$ cat config.mk
export PLATFORM = sky130hd
export DESIGN_NAME = fsr_ctrl
export DESIGN_NICKNAME = d
export VERILOG_FILES = /design/src/rtl/fsr_pkg.sv /design/src/rtl/fsr_ctrl.sv
export SDC_FILE = /design/constraint.sdc
export NUM_CORES = 1
export LEC_CHECK = 0
export BUFFER_PORTS_ARGS = -buffer_cell sky130_fd_sc_hd__clkbuf_2
export CAP_MARGIN = 20
export CORE_MARGIN = 2
export CORE_UTILIZATION = 44
export DETAILED_ROUTE_END_ITERATION = 6
export GPL_ROUTABILITY_DRIVEN = 0
export GPL_TIMING_DRIVEN = 0
export HOLD_SLACK_MARGIN = 0.06
export PLACE_DENSITY_LB_ADDON = 0.08
export SYNTH_ARGS = -nofsm -noshare
export SYNTH_HDL_FRONTEND = slang
export SYNTH_SLANG_ARGS = --single-unit
$ cat constraint.sdc
create_clock -name i_clk -period 1.3 [get_ports i_clk]
set_clock_uncertainty 0.1 [all_clocks]
set_input_delay 0.065 -clock i_clk [delete_from_list [all_inputs] [get_ports i_clk]]
set_output_delay 0.065 -clock i_clk [all_outputs]
set_load 0.01 [all_outputs]
$ cat src/rtl/fsr_pkg.sv
// Shared constants, codes and controller/datapath interface types for the shape rasterizer.
`timescale 1ns / 1ps

package fsr_pkg;

    // Screen geometry
    localparam int SCREEN_WIDTH  = 128;
    localparam int SCREEN_HEIGHT = 160;
    localparam int PIX_COUNT     = SCREEN_WIDTH * SCREEN_HEIGHT;

    localparam int ADDR_W = (PIX_COUNT > 1) ? $clog2(PIX_COUNT) : 1;
    localparam int X_W    = (SCREEN_WIDTH > 1) ? $clog2(SCREEN_WIDTH) : 1;
    localparam int Y_W    = (SCREEN_HEIGHT > 1) ? $clog2(SCREEN_HEIGHT) : 1;

    // Field widths
    localparam int REQ_W   = 3;
    localparam int POS_W   = 10;
    localparam int EXT_W   = 9;
    localparam int RAD_W   = 8;
    localparam int COLOR_W = 16;

    // Internal arithmetic widths
    localparam int COORD_W = 12;            // box corners before clipping
    localparam int SD_W    = RAD_W + 2;     // offset from a circle centre
    localparam int RR_W    = 2 * RAD_W;     // radius squared
    localparam int SQ_W    = RR_W + 1;      // running squared offsets

    // Request codes
    localparam logic [REQ_W-1:0] REQ_CLEAR  = 3'd0;
    localparam logic [REQ_W-1:0] REQ_SET    = 3'd1;
    localparam logic [REQ_W-1:0] REQ_RECT   = 3'd2;
    localparam logic [REQ_W-1:0] REQ_CIRCLE = 3'd3;
    localparam logic [REQ_W-1:0] REQ_READ   = 3'd4;

    // Box the datapath walks for one pass
    typedef enum logic [2:0] {
        BOX_FULL,
        BOX_PIXEL,
        BOX_RECT,
        BOX_TOP,
        BOX_BOTTOM,
        BOX_LEFT,
        BOX_RIGHT,
        BOX_CIRCLE
    } t_box;

    typedef struct packed {
        logic capture;     // latch the request payload
        logic zero_color;  // latch colour as zero (power-up clear)
        logic load;        // compute and clip the box
        t_box box;
        logic prep_a;      // square the column offset
        logic prep_b;      // square the row offset, set start address
        logic walk;        // visit one pixel
        logic rd;          // read the framebuffer
    } t_dp_cmd;

    typedef struct packed {
        logic empty;       // clipped box holds no pixel
        logic last;        // current pixel is the last of the box
    } t_dp_stat;

endpackage

$ cat src/rtl/fsr_ctrl.sv
// Rasterizer controller: sequences box passes, reads and the result strobe.
`timescale 1ns / 1ps

module fsr_ctrl (
    input  logic                         i_clk,
    input  logic                         i_rst_n,
    input  logic                         i_start,
    input  logic [fsr_pkg::REQ_W-1:0]    i_req_type,
    input  logic                         i_filled,
    input  fsr_pkg::t_dp_stat            i_stat,
    output fsr_pkg::t_dp_cmd             o_cmd,
    output logic                         o_busy,
    output logic                         o_valid,
    output logic                         o_hit
);

    typedef enum logic [2:0] {
        S_INIT,
        S_IDLE,
        S_LOAD,
        S_PREP_A,
        S_PREP_B,
        S_WALK,
        S_READ,
        S_DONE
    } t_state;

    t_state        r_state, n_state;
    fsr_pkg::t_box r_box, n_box;
    logic          r_rd, n_rd;
    logic          r_silent, n_silent;
    logic          r_valid, r_hit, n_hit;
    logic          accept, box_done, more_box;
    fsr_pkg::t_box next_box;

    assign o_busy = !(r_state == S_IDLE || r_state == S_DONE);
    assign accept = i_start && !o_busy;

    // Outline rectangles take four passes: top, bottom, left, right
    always_comb begin
        more_box = 1'b1;
        next_box = r_box;
        unique case (r_box)
            fsr_pkg::BOX_TOP:    next_box = fsr_pkg::BOX_BOTTOM;
            fsr_pkg::BOX_BOTTOM: next_box = fsr_pkg::BOX_LEFT;
            fsr_pkg::BOX_LEFT:   next_box = fsr_pkg::BOX_RIGHT;
            default:             more_box = 1'b0;
        endcase
    end

    assign box_done = ((r_state == S_PREP_A) && i_stat.empty)
                   || ((r_state == S_WALK) && i_stat.last);

    always_comb begin
        n_state  = r_state;
        n_box    = r_box;
        n_rd     = r_rd;
        n_silent = r_silent;
        n_hit    = 1'b0;
        unique case (r_state)
            S_INIT: begin
                n_box    = fsr_pkg::BOX_FULL;
                n_rd     = 1'b0;
                n_silent = 1'b1;
                n_state  = S_LOAD;
            end
            S_IDLE, S_DONE: begin
                n_state = S_IDLE;
                if (accept) begin
                    n_silent = 1'b0;
                    n_rd     = (i_req_type == fsr_pkg::REQ_READ);
                    n_state  = S_LOAD;
                    unique case (i_req_type)
                        fsr_pkg::REQ_CLEAR:  n_box = fsr_pkg::BOX_FULL;
                        fsr_pkg::REQ_SET:    n_box = fsr_pkg::BOX_PIXEL;
                        fsr_pkg::REQ_RECT:   n_box = i_filled ? fsr_pkg::BOX_RECT
                                                              : fsr_pkg::BOX_TOP;
                        fsr_pkg::REQ_CIRCLE: n_box = fsr_pkg::BOX_CIRCLE;
                        fsr_pkg::REQ_READ:   n_box = fsr_pkg::BOX_PIXEL;
                        default:             n_state = S_DONE;
                    endcase
                end
            end
            S_LOAD:   n_state = S_PREP_A;
            S_PREP_A: n_state = S_PREP_B;
            S_PREP_B: n_state = r_rd ? S_READ : S_WALK;
            S_WALK:   n_state = S_WALK;
            S_READ: begin
                n_state = S_DONE;
                n_hit   = 1'b1;
            end
        endcase
        if (box_done) begin
            if (more_box) begin
                n_box   = next_box;
                n_state = S_LOAD;
            end else begin
                n_state = r_silent ? S_IDLE : S_DONE;
            end
        end
    end

    always_ff @(posedge i_clk) begin
        if (!i_rst_n) begin
            r_state  <= S_INIT;
            r_box    <= fsr_pkg::BOX_FULL;
            r_rd     <= 1'b0;
            r_silent <= 1'b1;
            r_valid  <= 1'b0;
            r_hit    <= 1'b0;
        end else begin
            r_state  <= n_state;
            r_box    <= n_box;
            r_rd     <= n_rd;
            r_silent <= n_silent;
            r_valid  <= (n_state == S_DONE);
            r_hit    <= n_hit;
        end
    end

    always_comb begin
        o_cmd            = '0;
        o_cmd.capture    = accept || (r_state == S_INIT);
        o_cmd.zero_color = (r_state == S_INIT);
        o_cmd.load       = (r_state == S_LOAD);
        o_cmd.box        = r_box;
        o_cmd.prep_a     = (r_state == S_PREP_A) && !i_stat.empty;
        o_cmd.prep_b     = (r_state == S_PREP_B);
        o_cmd.walk       = (r_state == S_WALK);
        o_cmd.rd         = (r_state == S_READ);
    end

    assign o_valid = r_valid;
    assign o_hit   = r_hit;

`ifndef SYNTHESIS
    a_reset_busy: assert property (@(posedge i_clk) !i_rst_n |=> o_busy)
        else $error("block not busy after reset");

    a_accept_busy: assert property (@(posedge i_clk) disable iff (!i_rst_n)
        (accept && (i_req_type == fsr_pkg::REQ_CLEAR || i_req_type == fsr_pkg::REQ_SET
            || i_req_type == fsr_pkg::REQ_RECT || i_req_type == fsr_pkg::REQ_CIRCLE
            || i_req_type == fsr_pkg::REQ_READ)) |=> o_busy)
        else $error("drawing item accepted without going busy");

    a_read_result: assert property (@(posedge i_clk) disable iff (!i_rst_n)
        (r_state == S_READ) |=> (o_valid && o_hit))
        else $error("framebuffer read not followed by an in-bounds result");

    a_hit_valid: assert property (@(posedge i_clk) disable iff (!i_rst_n)
        o_hit |-> o_valid)
        else $error("in-bounds flag raised outside a result");

    a_one_step: assert property (@(posedge i_clk) disable iff (!i_rst_n)
        $onehot0({o_cmd.load, o_cmd.prep_a, o_cmd.prep_b, o_cmd.walk, o_cmd.rd}))
        else $error("datapath given more than one step at once");
`endif

endmodule
# [After elaboration in Yosys (flattened, before gate mapping)]
# Index checks and enable logic that the tools add are counted.
[classes] eq_ne=17 n_mux=20 n_reduce_logical=17
[ops] operator="3-bit == test, second input constant" n=8
[ops] operator="3-bit two-way mux" n=8
[ops] operator="3-bit one-hot mux with 7 select lines" n=1
[ops] operator="3-bit by 2-bit == test with 1-bit output, second input constant" n=5
[ops] operator="3-bit one-hot mux with 4 select lines" n=1
[ops] operator="3-bit one-hot mux with 3 select lines" n=1
[ops] operator="3-bit by 1-bit == test with 1-bit output, second input constant" n=2
[ops] operator="3-bit zero test" n=2
[ops] operator="3-bit one-hot mux with 2 select lines" n=1
[ops] operator="1-bit two-way mux" n=5
[ops] operator="5-bit by 2-bit inequality test with 1-bit output, second input constant" n=1
[ops] operator="5-bit OR reduction" n=1
[ops] operator="1-bit logical AND" n=4
[ops] operator="1-bit one-hot mux with 2 select lines" n=2
[ops] operator="2-bit OR reduction" n=2
[ops] operator="1-bit logical OR" n=3
[ops] operator="3-bit OR reduction" n=1
[ops] operator="1-bit zero test" n=2
[ops] operator="2-bit two-way mux" n=1
[ops] operator="2-bit inequality test, second input constant" n=1
[ops] operator="2-bit AND reduction" n=1
[ops] operator="2-bit nonzero test" n=1
[totals] regBits=10 input_bits=9 out_inout_bits=13 word_cells=60

# [Depth between registers and ports, before layout]
[logic_depth] depth_word=7 depth_mapped=6 depth_no_buf=5

# [Worst setup path after synthesis]
# No wires, ideal clock.
[synth_timing] path_type="reg2reg" from="register r_state[0]" to="register r_box[2]" setup_time_ns=0.123 arrival_time_ns=1.197 t_required_ns=1.077 setup_slack_ns=-0.120 stages_incl_launch_ff=6 n_path_buf=1 synth_period_minus_slack_ns=1.420 path_cell_list="dfxtp_1 > buf_2 > nor3_1 > a41oi_2 > nand2_1 > a31oi_1"
[synth_lines] item="from (decl)" line="fsr_ctrl.sv:28" text="t_state r_state, n_state;"
[synth_lines] item="from (signal assigned)" line="fsr_ctrl.sv:112" text="r_state <= n_state;"
[synth_lines] item="to (signal assigned)" line="fsr_ctrl.sv:106" text="r_box <= fsr_pkg::BOX_FULL;"
[synth_lines] item="to (signal assigned)" line="fsr_ctrl.sv:113" text="r_box <= n_box;"
[synth_lines] item="to (decl)" line="fsr_ctrl.sv:29" text="fsr_pkg::t_box r_box, n_box;"

==> metrics.md <==
| Metric | Value |
|---|---|
| Die X | 43.62 um |
| Critical register-to-register path startpoint | r_state[1] |
| Routed wire length | 1887 um |
| Final core utilization | 72.69% |
| Adder and majority cell fraction of the synthesized area | 0% |
| Area share of the largest cell type after synthesis | 28.99% |
| Cell Pwr Density | 1101 nW/um^2 |
| Area share of and/or/nand/nor cells after synthesis | 28.99% |
| Setup ws final | -0.1327 ns |
| FF-to-FF setup slack | -0.10 ns |
| Clk Latency, worst-skew pair | 0.27 ns |
| Worst Path Required | 1.13 ns |
| Clock share of power | 17.9% |
| Core area | 1489 um^2 |
| Number of instances in the synthesized netlist | 89 |
| HPWL after DPL | 1244 um |
| Portion of the post-synthesis area used by sequential elements | 28.99% |
| Yosys reg bits | 10 |
| Worst slew margin | 81.14% |
| Outcome | finished with violations |
| Final standard cell area without fillers | 1082 um^2 |
| Length of the first detailed-routing pass in iterations | 4 |
| Global-route wire length before repair | 2967 um |
| Synthesized area divided by synthesized cell count | 7.760 um^2 |
| Startpoint type of the worst setup path | flip-flop |
| Min Clock Period, post-route | 1.433 ns |
| Hold-critical path depth | 4 |
| Clock transition at the register clock pins on the worst setup and hold paths after CTS | 0.06 ns |
| RSZ-0062 raised after global routing | true |
| Leak Pwr | 0.4798 nW |
| Die outline height | 43.62 um |
| Cells taking the most area after synthesis | dfxtp_1 29%, nand2_1 7.1%, a21oi_1 5.1% |
| Delay contributed by the slowest stage of the critical path | 0.33 ns |
| Maximum number of pins on one net before global-route repair | 11 |
| Antenna Nets Post-Route | 0 |
| Antenna violations before repair | 0 |
| Most prevalent standard cell on the critical path | buf_6 |
| Share of total power in combinational logic | 51.5% |
| Setup total negative slack | -0.8287 ns |
| Area after detailed placement | 822.0 um^2 |
| Master cell of the clock root buffer | clkbuf_4 |
| Number of global-route vias before repair | 678 |
| Transition at the pin with the smallest max-transition slack | 0.2809 ns |
| Cell chain of the critical path | buf_6, and2_4, a32o_2, buf_6 |
| Hold Crit Class | in2reg |
| GR Util All Layers | 21.46% |
| Cell Count Post-Placement | 125 |
| Max Buffers Root-to-Sink | 2 |
| Fraction of synthesized area in multiplexers | 0% |
| Path type of the worst setup path | reg2out |
| Detail-routed via count per cell | 5.579 |
| Warning count from the yosys run | 0 |
| Achievable Freq | 0.6980 GHz |
| Std cell rows | 14 |
| Switching share of power | 36.89% |
| Count of final hold-check violations | 0 |
| Total CTS buffers | 3 |
| Routed length per placed instance | 13.48 um |
| Critical path endpoint category | output pin |
| Number of antenna diodes | 0 |
| Launch point of the worst hold path | i_req_type[2] |
| Synthesized net count | 98 |
| Reg2Reg Depth | 6 |
| Cell family contributing the most delay on the critical path | flip-flops |
| Relative contribution of sequential cells to total power | 30.6% |
| Internal Pwr Total | 0.0007518 W |
| Initial standard-cell utilization of the core | 46.39% |
| Dominant combinational cell family by area after synthesis | compound AO/OA/AOI/OAI gates |
| Worst hold path endpoint | r_box[2] |
| Violated checks | negative setup slack |
| Net total in the final layout | 135 |
| Yosys cell types | 34 |
| Area growth, synth to finish | 56.70% |
| Area of the die | 1903 um^2 |
| CTS tree | done |
| Cell taking the most area after synthesis | dfxtp_1 |
| Routed via count | 781 |
| Worst path arrival time | 1.27 ns |
| IO Pins | 22 |
| Synth Area in XOR/XNOR | 2.355% |
| Number of setup violations in the final report | 14 |
| Fraction of layout instances using a drive strength above 1 | 54.03% |
| Final instance count without filler cells | 140 |
| Syn Std Cell Area | 690.7 um^2 |
| Fraction of the mapped netlist area in compound gates | 30.25% |
| IO Port Bufs | 20 |
| Max-slew violation count | 0 |
| Final period util | 110.2% |
| # H-tree levels | 1 |
| P_sw | 0.0004394 W |
| Number of remaining DRC errors | 0 |
| Worst Path Max Fanout | 5 |
| Drt first-iter violations | 12 |
| Total congestion overflow | 0 |
| Terminus of the critical flop-to-flop path | o_valid |
| Max cap viols | 0 |
| Total buffers and inverters traversed by the critical path | 2 |
| Largest voltage drop on the vdd net | 0.7618 mV |
| Clk sinks | 10 |
| Critical Path Slowest Stage Cell | dfxtp_2 |
## placed cells by master (no fill, tap or decap), types with 2 or more instances in the layout
master	count
clkbuf_2	15
nand2_1	10
buf_6	7
dfxtp_1	7
buf_4	7
a21oi_1	4
inv_1	4
buf_2	4
nor2_1	3
nor3_2	3
a21oi_2	3
o21ai_1	3
o21ai_0	3
o21a_1	3
clkbuf_4	3
nand2_2	2
inv_4	2
nor2_2	2
and3_2	2
nand2b_1	2
nor2b_1	2
o22a_1	2
o211ai_1	2
nand3_2	2
a31oi_1	2
and2_1	2
dlygate4sd3_1	2
dfxtp_4	2
## cell type report
class | instances | area (um^2)
plain buffers | 4 | 47.55
repair buffers | 33 | 244.0
flip-flops and latches | 10 | 209.0
fillers | 122 | 406.6
multi-input cells | 68 | 511.7
inverters | 6 | 27.53
well taps | 16 | 20.02
clock buffers | 3 | 22.52
## cells in the mapped netlist
cell,number
a31oi_1,2
o22a_1,2
o21ai_0,4
xnor2_2,1
o21a_1,3
or2_1,1
o22ai_1,1
and3_2,3
nand3_1,2
nor3_1,4
o2111ai_2,1
nor2b_1,2
nor4_1,1
a211o_1,1
nand2b_1,2
a21o_1,1
nor3_2,1
buf_4,1
nor2_1,5
nand2b_4,1
clkbuf_2,1
a41oi_2,1
o22ai_2,1
dfxtp_1,10
inv_1,5
o21ai_1,2
inv_4,1
buf_2,1
a21oi_1,7
o211ai_1,2
a32o_1,1
and2_1,3
nand2_1,13
buf_6,2
## routing by layer
layer  global-route usage [%]  vias up  wire length [um]
li1                         -      392                 -
met1                    26.75      357               818
met2                    33.53       26               913
met3                    6.250        6               100
met4                    10.91        0                55
met5                        0        -                 0
## logic make-up (layout without fill, tap and decap cells)
kind of cell    count (synthesis)  after routing
flops                          10             10
xor+xnor                        1              1
compound gates                 29             29
simple gates                   38             38
buf+inv                        11             46
## registers in the layout (all words and copies together), names as in the netlist
signal	cells
r_rd	1
r_box	3
o_valid	1
o_hit	1
r_silent	1
r_state	3
## what timing repair did
item	4_1_cts	5_1_grt
pin swaps	15	6
buffers inserted	7	2
cloned	1	1
endpoints found under the hold margin	6	0
setup endpoints to repair	16	17
hold buffers	2	0
resized for setup	21	18
## power groups by stage
stage | combinational (W) | sequential [W] | clock, W
finish | 0.000613 | 0.000365 | 0.000213
global route | 0.000659 | 0.000370 | 0.000239
CTS | 0.000532 | 0.000360 | 0.000218
detailed placement | 0.000404 | 0.000361 | 0
global placement | 0.000398 | 0.000362 | 0
floorplan | 0.000294 | 0.000361 | 0
## worst register-to-register path, stage by stage, from the launching register on
cell and delay, ns:
dfxtp_2 0.34, buf_6 0.14, nand2b_4 0.17, a21oi_2 0.04, or2_1 0.27, a21oi_2 0.17, o21a_1 0.12
## through the flow
stage / total power, W / worst slack (ns) / hold WS, ns
floorplan: 0.0006549 / -0.003038 / 0.08069
global placement: 0.0007609 / -0.1210 / 0.2578
detailed placement: 0.0007650 / -0.1454 / 0.2538
CTS: 0.001109 / -0.1290 / 0.09822
global route: 0.001268 / -0.1781 / 0.1060
finish: 0.001191 / -0.1327 / 0.09286
## how the worst max path moves through the flow
stage | from | end | cells after the start
global placement | r_state[1] | r_box[2] | 6
floorplan | r_state[2] | r_box[2] | 6
finish | r_state[1] | o_cmd[9] | 4
CTS | r_state[1] | o_cmd[9] | 4
global route | r_state[1] | o_valid | 6
detailed placement | r_state[1] | o_valid | 6
(Power assumes the default switching activity.)
